[config.mk]
export PLATFORM = sky130hd
export DESIGN_NAME = touchpad_gesture_classifier_unit
export DESIGN_NICKNAME = d
export VERILOG_FILES = /design/src/design/tgc_pkg.sv /design/src/design/tgc_swipe_eval.sv /design/src/design/touchpad_gesture_classifier_unit.sv
export SDC_FILE = /design/constraint.sdc
export NUM_CORES = 2
export LEC_CHECK = 0
export ABC_AREA = 1
export BUFFER_PORTS_ARGS = -buffer_cell sky130_fd_sc_hd__buf_2
export CAP_MARGIN = 40
export CORE_UTILIZATION = 62
export CTS_CLUSTER_DIAMETER = 40
export DETAILED_ROUTE_END_ITERATION = 10
export PLACE_DENSITY = 0.84
export SYNTH_ARGS = -nofsm -noshare
export SYNTH_HDL_FRONTEND = slang
export SYNTH_HIERARCHICAL = 1
export SYNTH_SLANG_ARGS = --single-unit
[constraint.sdc]
create_clock -name clk -period 9.3 [get_ports clk]
set_input_delay 1.395 -clock clk [delete_from_list [all_inputs] [get_ports clk]]
set_output_delay 1.395 -clock clk [all_outputs]
set_load 0.02 [all_outputs]
[src/design/tgc_pkg.sv]
`default_nettype none
// ----------------------------------------------------------------------------
// Touchpad gesture classifier package
// Shared event modes, trigger codes, register indexes and types.
// ----------------------------------------------------------------------------
package tgc_pkg;

    typedef enum logic [2:0] {
        MODE_SWIPE_BEGIN  = 3'd0,
        MODE_SWIPE_UPDATE = 3'd1,
        MODE_SWIPE_END    = 3'd2,
        MODE_PINCH_BEGIN  = 3'd3,
        MODE_PINCH_UPDATE = 3'd4,
        MODE_PINCH_END    = 3'd5,
        MODE_HOLD_BEGIN   = 3'd6,
        MODE_HOLD_END     = 3'd7
    } mode_t;

    typedef logic [2:0] trig_code_t;

    localparam trig_code_t TRIG_LEFT      = 3'd0;
    localparam trig_code_t TRIG_RIGHT     = 3'd1;
    localparam trig_code_t TRIG_UP        = 3'd2;
    localparam trig_code_t TRIG_DOWN      = 3'd3;
    localparam trig_code_t TRIG_PINCH_IN  = 3'd4;
    localparam trig_code_t TRIG_PINCH_OUT = 3'd5;

    typedef logic [2:0] cfg_idx_t;

    localparam cfg_idx_t CFG_TRIGGER_ENABLE   = 3'd0;
    localparam cfg_idx_t CFG_FORWARD_ENABLE   = 3'd1;
    localparam cfg_idx_t CFG_SWIPE_MIN_TRAVEL = 3'd2;
    localparam cfg_idx_t CFG_AXIS_RATIO       = 3'd3;
    localparam cfg_idx_t CFG_PINCH_IN_LIMIT   = 3'd4;
    localparam cfg_idx_t CFG_PINCH_OUT_LIMIT  = 3'd5;

    localparam logic [5:0]  SWIPE_TRIGGER_MASK = 6'b00_1111;
    localparam logic [5:0]  PINCH_TRIGGER_MASK = 6'b11_0000;
    localparam logic [15:0] SCALE_ONE          = 16'd256;

    typedef struct packed {
        logic       hit;
        trig_code_t code;
    } swipe_class_t;

endpackage

`default_nettype wire

[src/design/tgc_swipe_eval.sv]
`default_nettype none
// ----------------------------------------------------------------------------
// Swipe direction evaluator
// Takes the accumulated swipe travel and decides the swipe direction from
// the minimum travel and the axis dominance ratio.
// ----------------------------------------------------------------------------
module tgc_swipe_eval
    import tgc_pkg::*;
(
    input  wire logic signed [31:0] sum_x,
    input  wire logic signed [31:0] sum_y,
    input  wire logic        [15:0] min_travel,
    input  wire logic        [7:0]  axis_ratio,
    output swipe_class_t            result
);

    logic [31:0] mag_x;
    logic [31:0] mag_y;
    logic        too_short;
    logic [39:0] scaled_x;
    logic [39:0] scaled_y;
    logic [39:0] ratio_x;
    logic [39:0] ratio_y;

    assign mag_x = sum_x[31] ? (~sum_x + 32'd1) : sum_x;
    assign mag_y = sum_y[31] ? (~sum_y + 32'd1) : sum_y;

    assign too_short = (mag_x < {16'd0, min_travel}) && (mag_y < {16'd0, min_travel});

    assign scaled_x = {4'd0, mag_x, 4'd0};
    assign scaled_y = {4'd0, mag_y, 4'd0};
    assign ratio_x  = {8'd0, mag_x} * {32'd0, axis_ratio};
    assign ratio_y  = {8'd0, mag_y} * {32'd0, axis_ratio};

    always_comb
    begin
        result.hit  = 1'b0;
        result.code = TRIG_LEFT;
        if (!too_short)
        begin
            if (scaled_x >= ratio_y)
            begin
                result.hit  = 1'b1;
                result.code = sum_x[31] ? TRIG_LEFT : TRIG_RIGHT;
            end
            else if (scaled_y >= ratio_x)
            begin
                result.hit  = 1'b1;
                result.code = sum_y[31] ? TRIG_UP : TRIG_DOWN;
            end
        end
    end

endmodule

`default_nettype wire

[src/design/touchpad_gesture_classifier_unit.sv]
`default_nettype none
// ----------------------------------------------------------------------------
// Touchpad gesture classifier
// Claims or forwards each touchpad gesture event and fires swipe and pinch
// triggers at the end of claimed gestures.
// ----------------------------------------------------------------------------
// Each event passes an input register, then a result register.
// Throughput is one event per cycle while out_stall does not hold a valid
// result; classification and gesture state update are combinational between.
// Reset clears the valid flags, claim flags and swipe sums, sets the last
// pinch scale to one and loads the configuration registers with defaults.
// ----------------------------------------------------------------------------
module touchpad_gesture_classifier_unit
    import tgc_pkg::*;
#(
    parameter int SWIPE_FINGERS = 3
)
(
    input  wire logic        clk,
    input  wire logic        rst_n,

    input  wire logic        cfg_valid,
    output logic             cfg_ready,
    input  wire logic [2:0]  cfg_index,
    input  wire logic [15:0] cfg_data,

    input  wire logic        in_valid,
    output logic             in_stall,
    input  wire logic [2:0]  mode,
    input  wire logic [3:0]  finger_count,
    input  wire logic signed [15:0] delta_x,
    input  wire logic signed [15:0] delta_y,
    input  wire logic [15:0] pinch_scale_in,
    input  wire logic        was_cancelled,

    output logic             out_valid,
    input  wire logic        out_stall,
    output logic             forward,
    output logic             fired,
    output logic [2:0]       trigger_code
);

    logic [5:0]  trigger_enable_reg;
    logic        forward_enable_reg;
    logic [15:0] swipe_min_travel_reg;
    logic [7:0]  axis_ratio_reg;
    logic [15:0] pinch_in_limit_reg;
    logic [15:0] pinch_out_limit_reg;

    logic        in_valid_reg;
    mode_t       mode_reg;
    logic [3:0]  finger_count_reg;
    logic signed [15:0] delta_x_reg;
    logic signed [15:0] delta_y_reg;
    logic [15:0] scale_in_reg;
    logic        cancelled_reg;

    logic signed [31:0] sum_x_reg;
    logic signed [31:0] sum_y_reg;
    logic signed [31:0] sum_x_next;
    logic signed [31:0] sum_y_next;
    logic        swipe_owned_reg;
    logic        swipe_owned_next;
    logic [15:0] last_scale_reg;
    logic [15:0] last_scale_next;
    logic        pinch_owned_reg;
    logic        pinch_owned_next;

    logic        out_valid_reg;
    logic        forward_reg;
    logic        fired_reg;
    trig_code_t  code_reg;

    logic        forward_next;
    logic        cls_hit;
    trig_code_t  cls_code;
    logic        fire;

    logic        advance;
    logic        in_accept;

    swipe_class_t swipe_result;

    logic signed [32:0] add_x;
    logic signed [32:0] add_y;
    logic signed [31:0] sat_x;
    logic signed [31:0] sat_y;

    assign cfg_ready = 1'b1;

    always_ff @(posedge clk or negedge rst_n)
    begin
        if (!rst_n)
        begin
            trigger_enable_reg   <= 6'd0;
            forward_enable_reg   <= 1'b0;
            swipe_min_travel_reg <= 16'd960;
            axis_ratio_reg       <= 8'd24;
            pinch_in_limit_reg   <= 16'd205;
            pinch_out_limit_reg  <= 16'd320;
        end
        else if (cfg_valid && cfg_ready)
        begin
            unique case (cfg_index)
                CFG_TRIGGER_ENABLE:   trigger_enable_reg   <= cfg_data[5:0];
                CFG_FORWARD_ENABLE:   forward_enable_reg   <= cfg_data[0];
                CFG_SWIPE_MIN_TRAVEL: swipe_min_travel_reg <= cfg_data;
                CFG_AXIS_RATIO:       axis_ratio_reg       <= cfg_data[7:0];
                CFG_PINCH_IN_LIMIT:   pinch_in_limit_reg   <= cfg_data;
                CFG_PINCH_OUT_LIMIT:  pinch_out_limit_reg  <= cfg_data;
                default:
                begin
                end
            endcase
        end
    end

    // The result stage moves whenever it is empty or its transaction completes.
    assign advance   = !out_valid_reg || !out_stall;
    assign in_stall  = in_valid_reg && !advance;
    assign in_accept = in_valid && !in_stall;

    always_ff @(posedge clk or negedge rst_n)
    begin
        if (!rst_n)
        begin
            in_valid_reg <= 1'b0;
        end
        else if (!in_stall)
        begin
            in_valid_reg <= in_valid;
        end
    end

    always_ff @(posedge clk)
    begin
        if (in_accept)
        begin
            mode_reg         <= mode_t'(mode);
            finger_count_reg <= finger_count;
            delta_x_reg      <= delta_x;
            delta_y_reg      <= delta_y;
            scale_in_reg     <= pinch_scale_in;
            cancelled_reg    <= was_cancelled;
        end
    end

    tgc_swipe_eval u_swipe_eval (
        .sum_x      (sum_x_reg),
        .sum_y      (sum_y_reg),
        .min_travel (swipe_min_travel_reg),
        .axis_ratio (axis_ratio_reg),
        .result     (swipe_result)
    );

    assign add_x = {sum_x_reg[31], sum_x_reg} + 33'(delta_x_reg);
    assign add_y = {sum_y_reg[31], sum_y_reg} + 33'(delta_y_reg);

    always_comb
    begin
        sat_x = add_x[31:0];
        if (add_x[32] != add_x[31])
        begin
            sat_x = add_x[32] ? 32'sh8000_0000 : 32'sh7FFF_FFFF;
        end
        sat_y = add_y[31:0];
        if (add_y[32] != add_y[31])
        begin
            sat_y = add_y[32] ? 32'sh8000_0000 : 32'sh7FFF_FFFF;
        end
    end

    always_comb
    begin
        sum_x_next       = sum_x_reg;
        sum_y_next       = sum_y_reg;
        swipe_owned_next = swipe_owned_reg;
        last_scale_next  = last_scale_reg;
        pinch_owned_next = pinch_owned_reg;
        forward_next     = 1'b0;
        cls_hit          = 1'b0;
        cls_code         = TRIG_LEFT;

        unique case (mode_reg)
            MODE_SWIPE_BEGIN:
            begin
                sum_x_next       = 32'sd0;
                sum_y_next       = 32'sd0;
                swipe_owned_next = (finger_count_reg == 4'(SWIPE_FINGERS))
                                   && ((trigger_enable_reg & SWIPE_TRIGGER_MASK) != 6'd0);
                forward_next     = !swipe_owned_next && forward_enable_reg;
            end
            MODE_SWIPE_UPDATE:
            begin
                if (swipe_owned_reg)
                begin
                    sum_x_next = sat_x;
                    sum_y_next = sat_y;
                end
                else
                begin
                    forward_next = forward_enable_reg;
                end
            end
            MODE_SWIPE_END:
            begin
                if (!swipe_owned_reg)
                begin
                    forward_next = forward_enable_reg;
                end
                else
                begin
                    swipe_owned_next = 1'b0;
                    cls_hit          = !cancelled_reg && swipe_result.hit;
                    cls_code         = swipe_result.code;
                end
            end
            MODE_PINCH_BEGIN:
            begin
                last_scale_next  = SCALE_ONE;
                pinch_owned_next = (trigger_enable_reg & PINCH_TRIGGER_MASK) != 6'd0;
                forward_next     = !pinch_owned_next && forward_enable_reg;
            end
            MODE_PINCH_UPDATE:
            begin
                if (pinch_owned_reg)
                begin
                    last_scale_next = scale_in_reg;
                end
                else
                begin
                    forward_next = forward_enable_reg;
                end
            end
            MODE_PINCH_END:
            begin
                if (!pinch_owned_reg)
                begin
                    forward_next = forward_enable_reg;
                end
                else
                begin
                    pinch_owned_next = 1'b0;
                    if (!cancelled_reg)
                    begin
                        if (last_scale_reg <= pinch_in_limit_reg)
                        begin
                            cls_hit  = 1'b1;
                            cls_code = TRIG_PINCH_IN;
                        end
                        else if (last_scale_reg >= pinch_out_limit_reg)
                        begin
                            cls_hit  = 1'b1;
                            cls_code = TRIG_PINCH_OUT;
                        end
                    end
                end
            end
            MODE_HOLD_BEGIN, MODE_HOLD_END:
            begin
                forward_next = forward_enable_reg;
            end
            default:
            begin
                forward_next = forward_enable_reg;
            end
        endcase
    end

    assign fire = cls_hit && trigger_enable_reg[cls_code];

    always_ff @(posedge clk or negedge rst_n)
    begin
        if (!rst_n)
        begin
            sum_x_reg       <= 32'sd0;
            sum_y_reg       <= 32'sd0;
            swipe_owned_reg <= 1'b0;
            last_scale_reg  <= SCALE_ONE;
            pinch_owned_reg <= 1'b0;
            out_valid_reg   <= 1'b0;
        end
        else if (advance)
        begin
            out_valid_reg <= in_valid_reg;
            if (in_valid_reg)
            begin
                sum_x_reg       <= sum_x_next;
                sum_y_reg       <= sum_y_next;
                swipe_owned_reg <= swipe_owned_next;
                last_scale_reg  <= last_scale_next;
                pinch_owned_reg <= pinch_owned_next;
            end
        end
    end

    always_ff @(posedge clk)
    begin
        if (advance && in_valid_reg)
        begin
            forward_reg <= forward_next;
            fired_reg   <= fire;
            code_reg    <= fire ? cls_code : TRIG_LEFT;
        end
    end

    assign out_valid    = out_valid_reg;
    assign forward      = forward_reg;
    assign fired        = fired_reg;
    assign trigger_code = code_reg;

`ifndef SYNTHESIS
    a_fired_not_forwarded: assert property (@(posedge clk) disable iff (!rst_n)
        out_valid_reg |-> !(forward_reg && fired_reg))
        else $error("A fired event is also marked for forwarding.");

    a_code_zero_when_idle: assert property (@(posedge clk) disable iff (!rst_n)
        (out_valid_reg && !fired_reg) |-> (code_reg == TRIG_LEFT))
        else $error("Trigger code is not zero on an event that did not fire.");

    a_stall_only_when_blocked: assert property (@(posedge clk) disable iff (!rst_n)
        in_stall |-> (out_valid_reg && out_stall && in_valid_reg))
        else $error("Input stalled while the result stage could move.");

    a_swipe_end_drops_claim: assert property (@(posedge clk) disable iff (!rst_n)
        (advance && in_valid_reg && mode_reg == MODE_SWIPE_END) |=> !swipe_owned_reg)
        else $error("Swipe claim survived a swipe end event.");

    a_pinch_begin_resets_scale: assert property (@(posedge clk) disable iff (!rst_n)
        (advance && in_valid_reg && mode_reg == MODE_PINCH_BEGIN)
        |=> (last_scale_reg == SCALE_ONE))
        else $error("Pinch begin did not restore the scale to one.");
`endif

endmodule

`default_nettype wire
==> flow_metrics.py <==
metrics = {
    "critical_path": {
        "critPathMaxStageDelay_ns": 0.56,
        "timing.rr.start": "sum_y_reg[1]",
        "start_kind": "flop",
        "endpoint_kind": "flop",
        "setup.worst_path.start": "sum_y_reg[1]",
        "cp_max_fo": 8,
        "cp.arrival_ns": 9.15,
        "worstPathRequired_ns": 9.65,
        "reg2reg_depth": 44,
        "crit_type": "flop to flop",
        "critPathMostFrequentCell": "nand2_1",
        "slowest_stage": "fa_1",
    },
    "sta": {
        "fin_crit_ns": 8.798,
        "fmax_mhz": 113.7,
        "min_period_over_period": 0.9460,
        "setup_tns_ns": 0,
        "finalHoldViolCount": 0,
        "finalWorstSetupSlack_ns": 0.5024,
        "tightestPinTransition_ns": 0.9293,
        "relSlewSlack": 0.3796,
        "report.final.setup_viol": 0,
        "drv_slew": 0,
        "rsz0062_at_grt": "false",
        "fin_skew_ns": 0.02288,
        "fin_hold_ws_ns": 0.4590,
    },
    "clock_tree": {
        "cts_tree": "yes",
        "clk_path_buf_depth": 3,
        "insertion_delay_ns": 0.60,
        "ctsHoldBuffers": 0,
        "cts_sinks": 208,
        "ctsHtreeMaxLevel": 1,
        "clkTransAtPathRegs_ns": 0.06,
        "clockRootBuffer": "clkbuf_16",
        "cts_buffers": 31,
    },
    "routing": {
        "drc": 0,
        "viasPerCell": 5.805,
        "firstDrtPassIters": 6,
        "wl_per_cell_um": 18.51,
        "routed-via-count": 30600,
        "finalWirelength_um": 97600,
        "drt_iter0_drc": 2625,
        "ant_nets": 0,
    },
    "grt": {
        "grt.overflow.total": 0,
        "grtUsageMet2": 0.6099,
        "antenna_found_initial": 0,
        "grt-busiest-layer": "met2",
        "grt_max_degree": 70,
        "track_usage": 0.3714,
        "grt_pass1_wl_um": 157300,
        "use_met1": 0.4954,
        "met3_usage": 0.05390,
        "grt_pass1_vias": 30500,
    },
    "layout": {
        "utilization": 0.6818,
        "n_antenna_cell": 0,
        "nets": 5321,
        "area_growth_pct": 7.614,
        "drive_above_1_share": 0.07034,
    },
    "logic_synthesis": {
        "synth_edf_count": 61,
        "ys.flop_type": "dfrtp_1",
        "syn_inst": 4492,
        "netlist.area_leader.share": 0.2207,
        "yosysWarnings": 6,
        "yosys.area.top_type": "fa_1",
        "avgSynthCellArea_um2": 7.309,
        "synth-seq-cells": 208,
        "syn-num-nets": 5246,
        "netlist_area_mm2": 0.03283,
        "synth-seq-area-share": 0.1684,
        "yosys-top-cells-area": "fa_1, ha_1, nand2_1, dfrtp_1, inv_1",
        "ys_types": 65,
        "async_flop_share": 0.7067,
    },
    "die": {
        "start_util": 0.6336,
        "io-pin-count": 88,
        "num_rows": 83,
        "die_h_um": 232.1,
        "die_w_um": 232.1,
        "core_area_mm2": 0.05182,
        "die-area_mm2": 0.05388,
    },
    "outcome": {
        "status": "completed",
    },
    "min_path": {
        "min_path_type": "flop to flop",
        "holdPathStages": 2,
        "hold_start": "in_valid_reg",
    },
    "placed_design": {
        "place_ws_ns": 0.4795,
        "io_buffers": 86,
        "gp_congestion": 1.027,
        "dpl.hpwl_um": 77880,
    },
    "flow_run": {
        "cap_violations": 0,
    },
}
kinds of logic after synthesis:
| kind of cell | share of synthesized area |
|---|---|
| compound gates | 0.08997 |
| fa+ha+maj | 0.3396 |
| flops | 0.1684 |
| buf+inv | 0.1032 |
| xor+xnor | 0.03666 |
| simple gates | 0.2620 |
| other cells | 0.0002287 |
worst max-delay path, delay by kind of cell, from the launching register on:
kind                     cells  cell delay [ns]
AND/OR/NAND/NOR             26             3.67
adder cells (fa/ha/maj)      7             2.95
AO/OA/AOI/OAI                4             0.63
buffers and inverters        6             0.65
flip-flops                   1             0.43
XOR/XNOR                     1             0.21
path summary, 6_finish.rpt:
check / slack (ns) / end
max: 0.50 / fired
min: 0.46 / out_valid
max reg2reg: 0.50 / fired
min reg2reg: 0.46 / out_valid
max in group asynchronous: 7.33 / swipe_min_travel_reg[9]
min in group asynchronous: 0.79 / swipe_owned_reg
repair_timing:
action                                  in CTS  in global routing
endpoints found under the setup margin       0                  4
setup buffers                                0                  2
endpoints found under the hold margin        0                  0
resized for setup                            0                  9
synthesized netlist by cell type, types with 14 or more instances:
cell	count
dfrtp_1	133
xnor2_1	63
fa_1	362
nand2_2	20
nand4_1	35
nor3_1	40
inv_2	17
buf_2	17
nand3b_1	17
a21o_1	23
o21ai_0	184
edfxtp_1	61
nor2_1	685
clkbuf_1	71
nand2_1	1004
o21bai_1	16
dfstp_2	14
nand3_1	206
inv_1	741
ha_1	312
xor2_1	67
a31oi_1	15
a21oi_1	236
final cells by class:
type	count	area (µm²)
fill	4376	16490
clock buffer	34	807.0
sequential	208	5528
inverter	772	2912
clock inverter	24	265.3
multi-input combinational	3410	23970
tap	680	850.8
timing repair buffer	144	1003
per-stage QoR:
| stage | cell area, µm² | cells |
|---|---|---|
| floorplan | 32830 | 4492 |
| global placement | 34010 | 5202 |
| detailed placement | 34180 | 5211 |
| CTS | 35250 | 5269 |
| global route | 35330 | 5272 |
| finish | 35330 | 5272 |
cells in the final DEF, fill, tap and decap left out, types with 10 or more instances in the layout:
master	instances
xor2_1	67
nor3_1	40
o21bai_1	16
edfxtp_1	61
xnor2_1	63
inv_2	21
buf_2	85
a21oi_1	235
a21boi_0	10
buf_4	47
dfstp_2	14
fa_1	362
a31oi_1	15
dfrtp_1	133
inv_1	736
nor4_1	10
nand3b_1	17
nor2_1	685
a21o_1	23
nand2_1	1003
ha_1	312
nand3_2	13
o21ai_0	184
nand2_2	21
nand3_1	206
nand4_1	35
clkbuf_16	31
o21ai_1	11
metal layers:
metal / vias up / wire (µm)
met5: - / 0
met4: 0 / 4051
met3: 277 / 8944
met2: 1560 / 45020
met1: 14520 / 39590
li1: 14240 / -
Power is left out: the tool's default activity adds up to more than one toggle a clock period on the data nets, which glitch-free logic cannot reach.
